**config.mk**
```make
export PLATFORM = sky130hd
export DESIGN_NAME = cbc_bank_unit
export DESIGN_NICKNAME = d
export VERILOG_FILES = /design/src/rtl/core/cartridge_bank_controller_macros.svh /design/src/rtl/core/cbc_pkg.sv /design/src/rtl/core/cbc_bank_unit.sv
export SDC_FILE = /design/constraint.sdc
export NUM_CORES = 1
export LEC_CHECK = 0
export ABC_AREA = 1
export BUFFER_PORTS_ARGS = -buffer_cell sky130_fd_sc_hd__buf_2
export CORE_MARGIN = 2
export CORE_UTILIZATION = 28
export DETAILED_ROUTE_END_ITERATION = 6
export HOLD_SLACK_MARGIN = 0.08
export PLACE_DENSITY_LB_ADDON = 0.08
export SYNTH_ARGS = -nofsm -noshare
export SYNTH_HDL_FRONTEND = slang
export SYNTH_SLANG_ARGS = --single-unit
```
**constraint.sdc**
```tcl
create_clock -name clock -period 1.6 [get_ports clock]
set_input_delay 0 -clock clock [delete_from_list [all_inputs] [get_ports clock]]
set_output_delay 0 -clock clock [all_outputs]
set_load 0.01 [all_outputs]
```
**src/rtl/core/cartridge_bank_controller_macros.svh**
```systemverilog
// assertion macros for the cartridge bank controller
`ifndef CARTRIDGE_BANK_CONTROLLER_MACROS_SVH
`define CARTRIDGE_BANK_CONTROLLER_MACROS_SVH

// same-cycle implication, checked on clock, off during reset
`define CBC_ASSERT_IMPLY(label, ante, cons) \
   label: assert property (@(posedge clock) disable iff (reset) (ante) |-> (cons)) \
      else $error("cartridge bank controller check failed");

// next-cycle implication, checked on clock, off during reset
`define CBC_ASSERT_NEXT(label, ante, cons) \
   label: assert property (@(posedge clock) disable iff (reset) (ante) |=> (cons)) \
      else $error("cartridge bank controller check failed");

`endif

```
**src/rtl/core/cbc_pkg.sv**
```systemverilog
// shared types and constants of the cartridge bank controller
`timescale 1ns / 1ps
package cbc_pkg;

   localparam int EXTRAM_BYTES    = 32768;
   localparam int EXTRAM_AW       = $clog2(EXTRAM_BYTES);
   localparam int CLOCK_REG_COUNT = 5;
   localparam int CLOCK_IDX_W     = $clog2(CLOCK_REG_COUNT);

   localparam int BUS_ADDR_W  = 16;
   localparam int DATA_W      = 8;
   localparam int ROM_ADDR_W  = 23;
   localparam int ROM_SIZE_W  = 24;
   localparam int ROM_BANK_W  = 9;
   localparam int RAM_SEL_W   = 4;
   localparam int KIND_W      = 2;

   // access direction
   localparam logic OP_READ  = 1'b0;
   localparam logic OP_WRITE = 1'b1;

   // configuration register indexes
   localparam logic CSR_KIND      = 1'b0;
   localparam logic CSR_ROM_BYTES = 1'b1;

   localparam logic [ROM_SIZE_W-1:0] ROM_BYTES_RESET = 24'h008000;

   // bank register data codes
   localparam logic [3:0]        RAM_ENABLE_CODE = 4'hA;
   localparam logic [DATA_W-1:0] LATCH_SET_CODE  = 8'h01;
   localparam logic [DATA_W-1:0] LATCH_CLR_CODE  = 8'h00;
   localparam logic [DATA_W-1:0] RAM_SEL_LO_MAX  = 8'h03;
   localparam logic [DATA_W-1:0] CLOCK_SEL_MIN   = 8'h08;
   localparam logic [DATA_W-1:0] CLOCK_SEL_MAX   = 8'h0C;
   localparam logic [DATA_W-1:0] OPEN_BUS        = 8'hFF;

   // register window inside 0x0000-0x7fff, from address bits 14:13
   localparam logic [1:0] WIN_RAM_ENABLE = 2'b00;
   localparam logic [1:0] WIN_ROM_BANK   = 2'b01;
   localparam logic [1:0] WIN_RAM_BANK   = 2'b10;
   localparam logic [1:0] WIN_LATCH      = 2'b11;

   // external ram window 0xa000-0xbfff, from address bits 15:13
   localparam logic [2:0] EXTRAM_REGION = 3'b101;

   typedef enum logic [KIND_W-1:0] {
      KIND_NONE = 2'd0,
      KIND_MBC1 = 2'd1,
      KIND_MBC3 = 2'd2,
      KIND_MBC5 = 2'd3
   } kind_type;

   typedef struct packed {
      logic                  operation;
      logic [BUS_ADDR_W-1:0] bus_address;
      logic [DATA_W-1:0]     write_byte;
   } request_type;

   typedef struct packed {
      logic                  cart;
      logic                  fetch;
      logic [ROM_ADDR_W-1:0] phys;
      logic [DATA_W-1:0]     data;
      logic                  use_ram;
   } result_type;

   typedef struct packed {
      logic                 rd;
      logic                 wr;
      logic [EXTRAM_AW-1:0] addr;
      logic [DATA_W-1:0]    wdata;
   } ram_req_type;

endpackage

```
**src/rtl/core/cbc_bank_unit.sv**
```systemverilog
// bank registers, clock bytes and address decode for one request
`timescale 1ns / 1ps
module cbc_bank_unit (
   input  logic                              clock,
   input  logic                              reset,
   input  logic                              step,
   input  cbc_pkg::request_type              req,
   input  cbc_pkg::kind_type                 kind,
   input  logic [cbc_pkg::ROM_SIZE_W-1:0]    rom_bytes,
   output cbc_pkg::result_type               res,
   output cbc_pkg::ram_req_type              ram_req
);

   logic [cbc_pkg::ROM_BANK_W-1:0] rom_bank_ff, rom_bank_in;
   logic [cbc_pkg::RAM_SEL_W-1:0]  ram_sel_ff, ram_sel_in;
   logic                           ram_en_ff, ram_en_in;
   logic                           latched_ff, latched_in;
   logic [cbc_pkg::DATA_W-1:0]     live_ff  [cbc_pkg::CLOCK_REG_COUNT];
   logic [cbc_pkg::DATA_W-1:0]     live_in  [cbc_pkg::CLOCK_REG_COUNT];
   logic [cbc_pkg::DATA_W-1:0]     latch_ff [cbc_pkg::CLOCK_REG_COUNT];
   logic [cbc_pkg::DATA_W-1:0]     latch_in [cbc_pkg::CLOCK_REG_COUNT];

   logic                           is_write;
   logic [cbc_pkg::DATA_W-1:0]     wbyte;
   logic [cbc_pkg::ROM_ADDR_W-1:0] rom_phys;
   logic [4:0]                     mbc1_low;
   logic [6:0]                     mbc3_bank;
   logic [cbc_pkg::CLOCK_IDX_W-1:0] clk_idx;
   logic [16:0]                    ram_off;

   assign is_write = (req.operation == cbc_pkg::OP_WRITE);
   assign wbyte    = req.write_byte;
   assign mbc1_low = (wbyte[4:0] == 5'd0) ? 5'd1 : wbyte[4:0];
   assign mbc3_bank = (wbyte[6:0] == 7'd0) ? 7'd1 : wbyte[6:0];
   assign clk_idx  = ram_sel_ff[cbc_pkg::CLOCK_IDX_W-1:0];
   assign ram_off  = {ram_sel_ff, req.bus_address[12:0]};

   // fixed bank below 0x4000, switchable bank above
   assign rom_phys = req.bus_address[14] ? {rom_bank_ff, req.bus_address[13:0]}
                                         : {9'd0, req.bus_address[13:0]};

   always_comb begin
      rom_bank_in = rom_bank_ff;
      ram_sel_in  = ram_sel_ff;
      ram_en_in   = ram_en_ff;
      latched_in  = latched_ff;
      live_in     = live_ff;
      latch_in    = latch_ff;
      res         = '0;
      ram_req     = '0;
      ram_req.wdata = wbyte;

      if (!req.bus_address[15]) begin
         // rom window: register writes or translated reads
         res.cart = 1'b1;
         if (is_write) begin
            if (step && kind != cbc_pkg::KIND_NONE) begin
               if (req.bus_address[14:13] == cbc_pkg::WIN_RAM_ENABLE) begin
                  ram_en_in = (wbyte[3:0] == cbc_pkg::RAM_ENABLE_CODE);
               end else begin
                  unique case (kind)
                     cbc_pkg::KIND_MBC1: begin
                        if (req.bus_address[14:13] == cbc_pkg::WIN_ROM_BANK) begin
                           rom_bank_in = {2'b00, rom_bank_ff[6:5], mbc1_low};
                        end else if (req.bus_address[14:13] == cbc_pkg::WIN_RAM_BANK) begin
                           rom_bank_in = {2'b00, wbyte[1:0], rom_bank_ff[4:0]};
                        end
                     end
                     cbc_pkg::KIND_MBC3: begin
                        if (req.bus_address[14:13] == cbc_pkg::WIN_ROM_BANK) begin
                           rom_bank_in = {2'b00, mbc3_bank};
                        end else if (req.bus_address[14:13] == cbc_pkg::WIN_RAM_BANK) begin
                           if (wbyte <= cbc_pkg::RAM_SEL_LO_MAX ||
                               (wbyte >= cbc_pkg::CLOCK_SEL_MIN &&
                                wbyte <= cbc_pkg::CLOCK_SEL_MAX)) begin
                              ram_sel_in = wbyte[3:0];
                           end
                        end else begin
                           if (wbyte == cbc_pkg::LATCH_SET_CODE && !latched_ff) begin
                              latch_in   = live_ff;
                              latched_in = 1'b1;
                           end else if (wbyte == cbc_pkg::LATCH_CLR_CODE) begin
                              latched_in = 1'b0;
                           end
                        end
                     end
                     cbc_pkg::KIND_MBC5: begin
                        if (req.bus_address[14:13] == cbc_pkg::WIN_ROM_BANK) begin
                           if (!req.bus_address[12]) begin
                              rom_bank_in = {rom_bank_ff[8], wbyte};
                           end else begin
                              rom_bank_in = {wbyte[0], rom_bank_ff[7:0]};
                           end
                        end else if (req.bus_address[14:13] == cbc_pkg::WIN_RAM_BANK) begin
                           ram_sel_in = wbyte[3:0];
                        end
                     end
                     default: begin
                     end
                  endcase
               end
            end
         end else if ({1'b0, rom_phys} < rom_bytes) begin
            res.fetch = 1'b1;
            res.phys  = rom_phys;
         end else begin
            res.data = cbc_pkg::OPEN_BUS;
         end
      end else if (req.bus_address[15:13] == cbc_pkg::EXTRAM_REGION) begin
         // external ram window: ram store or clock bytes
         res.cart = 1'b1;
         if (!ram_en_ff) begin
            if (!is_write) begin
               res.data = cbc_pkg::OPEN_BUS;
            end
         end else if (kind == cbc_pkg::KIND_MBC3 && ram_sel_ff[3]) begin
            if (clk_idx < cbc_pkg::CLOCK_IDX_W'(cbc_pkg::CLOCK_REG_COUNT)) begin
               if (is_write) begin
                  if (step) begin
                     live_in[clk_idx] = wbyte;
                  end
               end else begin
                  res.data = latched_ff ? latch_ff[clk_idx] : live_ff[clk_idx];
               end
            end else if (!is_write) begin
               res.data = cbc_pkg::OPEN_BUS;
            end
         end else if ({1'b0, ram_off} < 18'(cbc_pkg::EXTRAM_BYTES)) begin
            ram_req.addr = ram_off[cbc_pkg::EXTRAM_AW-1:0];
            if (is_write) begin
               ram_req.wr = step;
            end else begin
               ram_req.rd  = step;
               res.use_ram = 1'b1;
            end
         end else if (!is_write) begin
            res.data = cbc_pkg::OPEN_BUS;
         end
      end else if (!is_write) begin
         res.data = cbc_pkg::OPEN_BUS;
      end
   end

   // bank state
   always_ff @(posedge clock) begin
      if (reset) begin
         rom_bank_ff <= 9'd1;
         ram_sel_ff  <= '0;
         ram_en_ff   <= 1'b0;
         latched_ff  <= 1'b0;
         for (int i = 0; i < cbc_pkg::CLOCK_REG_COUNT; i++) begin
            live_ff[i]  <= '0;
            latch_ff[i] <= '0;
         end
      end else begin
         rom_bank_ff <= rom_bank_in;
         ram_sel_ff  <= ram_sel_in;
         ram_en_ff   <= ram_en_in;
         latched_ff  <= latched_in;
         live_ff     <= live_in;
         latch_ff    <= latch_in;
      end
   end

endmodule

```
Word-level counts from Yosys, hierarchy flattened

Index checks and enable logic that the tools add are counted.

Bits in registers: 95
Input bits: 54
Output and inout bits: 59
Logic and storage cells: 129

Magnitude comparators: 8
Equal/unequal tests: 21
Muxes and demuxes: 54
Bitwise gates (word level): 5
Reduce and logical (&&, ||, !) cells: 24

Operators with widths:

| kind                                                               | number |
|---|---|
| 2-to-1 mux 8 bit                                                   | 15 |
| 2-to-1 mux 17 bit                                                  | 5 |
| binary-select mux 8 bit (select 3 bit)                             | 2 |
| 2-to-1 mux 24 bit                                                  | 2 |
| 2-to-1 mux 9 bit                                                   | 5 |
| bitwise mux 40 bit                                                 | 1 |
| 2-to-1 mux 32 bit                                                  | 1 |
| case mux 9 bit (3 select lines)                                    | 1 |
| AND reduction 9 bit                                                | 3 |
| demux 8 bit (select 3 bit)                                         | 1 |
| less-than comparator 23 x 24 -> 1 bit                              | 1 |
| inequality test 2 bit (second input constant)                      | 12 |
| 2-to-1 mux 23 bit                                                  | 1 |
| 2-to-1 mux 4 bit                                                   | 5 |
| AND reduction 10 bit                                               | 2 |
| less-than comparator 17 x 16 -> 1 bit (second input constant)      | 1 |
| AND reduction 8 bit                                                | 2 |
| 2-to-1 mux 1 bit                                                   | 12 |
| equality test 8 x 1 -> 1 bit (second input constant)               | 1 |
| greater-or-equal comparator 8 x 4 -> 1 bit (second input constant) | 1 |
| less-or-equal comparator 8 x 2 -> 1 bit (second input constant)    | 1 |
| less-or-equal comparator 8 x 4 -> 1 bit (second input constant)    | 1 |
| logical NOT 8 bit                                                  | 1 |
| case mux 4 bit (2 select lines)                                    | 1 |
| 22 further kinds                                                   | 34 |

Logic depth before layout (Yosys ltp)

Depth in word-level cells: 11
Gate-level depth with buffers: 14

Worst setup path after synthesis

Ideal clock, no wire load.

Kind: reg2out
Start: reg rom_bank_ff[7] (netlist name)
End: out res[23] (netlist name)
Data arrival time: 1.712 ns
Data required time: 1.600 ns
Path slack: -0.112 ns
Cell stages (with the launch flop): 11
Path through: dfxtp_1 > nand2_1 > inv_1 > ha_1 > a21o_1 > a22oi_1 > nand2_1 > a21oi_1 > nand3_1 > clkbuf_1 > nor2_1

RTL lines:

| item                   | RTL line             | text |
|---|---|---|
| from (decl)            | cbc_bank_unit.sv:14  | `logic [cbc_pkg::ROM_BANK_W-1:0] rom_bank_ff, rom_bank_in;` |
| from (signal assigned) | cbc_bank_unit.sv:156 | `rom_bank_ff <= rom_bank_in;` |
| to (decl)              | cbc_bank_unit.sv:10  | `output cbc_pkg::result_type res,` |

==> impl_summary.md <==
Outcome
The run finished, with violations left. The checks that failed: setup timing.

STA
The worst slew slack as a fraction of its limit is a little over half. The final worst-path cycle share is 133%. Counting I/O delays and the setup requirement, the final critical path takes roughly 2100 ps. The number of pins with negative max-slew slack in the final report is 0. Setup violations remaining at the end of the flow were counted as 32.

Setup repair after global routing could not meet its margin everywhere. The final worst slack is -525 ps. The actual slew at the worst max-slew pin is 708 ps. Derived from the worst setup path, the maximum achievable clock frequency is 0.471 GHz. Clock skew on the completed layout was measured at about 4.4 ps. The number of hold-slack violations in the final timing report is 0.

CTS
At the later pin of the worst-skew pair, clock insertion delay measures 340 ps. The clock passes through at most 2 buffers. In this run, CTS created clock tree buffers numbering 9.

TritonCTS built the clock tree. Clock tree synthesis selected as its root buffer the cell sky130_fd_sc_hd__clkbuf_16. The H-tree level count is 3. After clock tree synthesis, the clock-pin slew on the worst setup and hold paths is about 70 ps. The total clock sinks is 95.

Route
The post-detailed-route count of antenna-violating nets is 0. In the final routed layout, each cell accounts on average for approximately 15 um. For this block, the initial DRC count from the detailed router was around 250. After detailed routing, the number of remaining DRC violations is 0.

The number of iterations in the first detailed-routing pass is 4. The number of vias per cell after detailed routing is around 4.5. The total vias in the final route is roughly 6300. The post-detailed-routing wire length is about 21000 um.

Synthesis
After synthesis, flip-flops and latches occupy between 30% and 40% of the total area. The number of nets produced by synthesis is ~1000. The synthesized netlist devotes 0% of its cell area to XOR and XNOR gates. Summing the areas of all compound-gate instances in the mapped netlist gives between 10% and 20% of the synthesized area.

After Yosys synthesis, and, or, nand and nor cells account for between 20% and 30% of the synthesized area. The area of the mapped netlist is about 0.0062 mm2. For this run, the number of Yosys warnings is 0. The number of cells produced by synthesis is 938. A synthesized cell averages 6.56 um2.

By area, the combinational part of the netlist is dominated by simple AND/OR/NAND/NOR gates. After Yosys synthesis, full adders, half adders and majority gates account for 5.09% of the synthesized area. The number of register bits inferred by synthesis is 95. Multiplexer cells account for 0% of the synthesized area. The number of distinct library cell variants in the gate-level netlist after synthesis is 37.

Place
Once placement completed, the tool counted placed cells totaling 1357. Buffers placed on the I/O ports in this run total roughly 110. The post-detailed-placement half-perimeter wirelength is around 15000 um.

The routability-driven placement congestion ratio is around 0.76.

Power and ir drop
Of the total power, the share spent switching nets is between 20% and 30%. The share of power burned in combinational logic is roughly an eighth. The ratio of total power to cell area is around 600 mW/mm2.

The internal cell power is about 0.0039 W. Power comes to between 0.005 and 0.006 W. The worst-case IR drop observed on VDD is 0.000488 V.

The net switching power figure is about 0.0013 W. The static leakage is 4.11 nW. Of the total power, registers draw a little under half.

The clock network accounts for 42.0% of the total power.

Layout
The post-route netlist has about 34% of its cells at a drive strength greater than 1. The count of antenna diodes in the layout is 0. Leaving out fill and tap cells, the most frequent cell in the layout is sky130_fd_sc_hd__inv_1. The library cells used most frequently in the layout, excluding fill and tap cells, are 159 x sky130_fd_sc_hd__inv_1, 148 x sky130_fd_sc_hd__nand2_1, 100 x sky130_fd_sc_hd__buf_4. After the flow finishes, the layout carries non-filler instances totaling ~1400.

The signed area change from the synthesized netlist to the final layout is 42.8%. The total number of nets in the final design is 1204.

Global routing
The number of antenna violations at the first check in global routing is 0. For met3 alone, demand over resource in global routing was under 10%. For met1 alone, demand over resource in global routing was between 20% and 30%. The first global-routing pass estimated roughly 34000 um of wire. The most heavily used metal layer in global routing is met2.

The number of global-route vias before repair was 6277. Global routing used between 10% and 20% of the available tracks across all layers. The leftover overflow at the end of global routing is 0. The largest net degree at the start of global routing is 55. For this run, global-route usage on met2 was measured as 31.4%.

Die
The die area is ~0.023 mm2. The floorplan die height is approximately 150 um. During I/O placement, the number of pins put on the boundary was 113. The total number of placement rows is 54. The die is roughly 150 um wide. In this run the standard cell core region covers 0.0217 mm2. For this configuration, the core starts out at a cell density of approximately 28%.

Worst setup path
Setup slack on the worst reg-to-reg path comes out at 130 ps. The stage delay of the slowest cell on the critical path is 340 ps. The data arrival time of the critical path is approximately 2100 ps. For this design, the slowest cell found on the critical path is sky130_fd_sc_hd__dfxtp_2. STA classifies the critical path endpoint as an output port. The type of the worst setup path is reg2out.

The endpoint of the lowest-slack register-to-register path is latch_ff[10]. The kind of start point of the critical path is a flip-flop. The required time of the worst setup path is approximately 1600 ps. Among the stages of the critical path, the cell type that occurs most often is sky130_fd_sc_hd__buf_4. The critical path goes through nand2_2, buf_6, buf_4, buf_4, buf_4, buf_4, buf_4, buf_4, buf_4, buf_4, buf_6, nor2_2, buf_2.

Along the worst path, the maximum fanout reaches 2. The worst register-to-register path has a depth of 5. In this run the critical register-to-register path is launched from latched_ff.

Run
Max-cap violations in this run came to 0.

Hold path
The worst hold path begins at req[24]. The worst hold path was traced through 4 stages. The sink of the worst hold path is ram_en_ff. The path category of the worst min-delay check is in2reg.
-- area by class of cell --
type | instances | area, um2
timing repair buffer | 238 | 1880
tap | 280 | 350
clock buffer | 13 | 250
inverter | 169 | 638
sequential | 95 | 1920
clock inverter | 3 | 42.5
multi-input combinational | 612 | 3700
fill | 2318 | 12900
-- worst max-delay path: cells and delay by family, from the launching register on --
family / cells / cell delay [ps]
and+or+nand+nor: 2 / 150
DFF: 1 / 340
buffers and inverters: 11 / 1300
-- routing by layer --
metal | wire, um | vias up
li1 | - | 3361
met1 | 9980 | 2846
met2 | 10500 | 91
met3 | 552 | 13
met4 | 242 | 0
met5 | 0 | -
-- power by group through the flow --
stage	Sequential, W	Clock, W	Combinational (W)
final	0.00236	0.00220	0.000676
after global routing	0.00236	0.00235	0.000756
after floorplan	0.00242	0	0.000342
after detailed placement	0.00242	0	0.000585
after global placement	0.00242	0	0.000585
after CTS	0.00236	0.00226	0.000634
-- how the worst max path moves through the flow --
stage / start / to / slack [ps] / depth (start not counted)
floorplan: rom_bank_ff[7] / res[13] / -3 / 10
global placement: ram_sel_ff[1] / res[3] / -240 / 12
detailed placement: ram_sel_ff[0] / res[3] / -240 / 13
CTS: rom_bank_ff[8] / res[32] / -510 / 13
global route: rom_bank_ff[0] / res[9] / -650 / 12
finish: rom_bank_ff[8] / res[31] / -520 / 13
-- kinds of logic (layout without fill, tap and decap cells) --
kind of cell    Yosys count  count (layout)
fa+ha+maj                25              25
simple gates            412             412
buf+inv                 231             423
flops                    95              95
compound gates          175             175
-- synth_stat cells, drive strengths merged --
master  number  area share (%)
nor4         5            0.61
and3         1            0.10
dfxtp       95              31
o31a         1            0.14
buf         26             3.3
nor2       136             8.4
a21oi       70             5.7
clkbuf      36             3.0
nand4       28             3.1
ha          25             5.1
o21ai       66             5.4
nand3b       2            0.24
inv        168              10
a32oi        2            0.28
a211oi      32             5.9
clkinv       1           0.061
nor3         8            0.83
a31oi        1            0.10
o21a         1            0.12
or2          1            0.10
nand2      175              11
nand3       56             5.2
a22oi        1            0.12
a21o         1            0.12
-- through the flow --
| step | setup TNS [ps] | cell area, um2 | util, % | hold WS [ps] | worst slack (ps) |
|---|---|---|---|---|---|
| finish | -16180 | 8780 | 40.5 | 109 | -525 |
| global route | -20330 | 8780 | 40.5 | 132 | -646 |
| floorplan | -39.7 | 6230 | - | 91.8 | -3.20 |
| CTS | -15610 | 8380 | 38.6 | 102 | -512 |
| global placement | -13190 | 7530 | 34.7 | 343 | -243 |
| detailed placement | -13150 | 7530 | 34.7 | 340 | -240 |
-- registers in the layout, indices dropped and copies added, names as in the netlist --
name / cells
latched_ff: 1
ram_sel_ff: 4
ram_en_ff: 1
rom_bank_ff: 9
latch_ff: 40
live_ff: 40
-- timing repair --
action,4_1_cts,5_1_grt
gates cloned,1,1
setup buffers,29,5
pin swaps,12,6
endpoints found under the hold margin,3,0
hold buffers,3,0
resized for setup,86,81
setup endpoints to repair,49,66
Power figures use the tool's default switching activity.
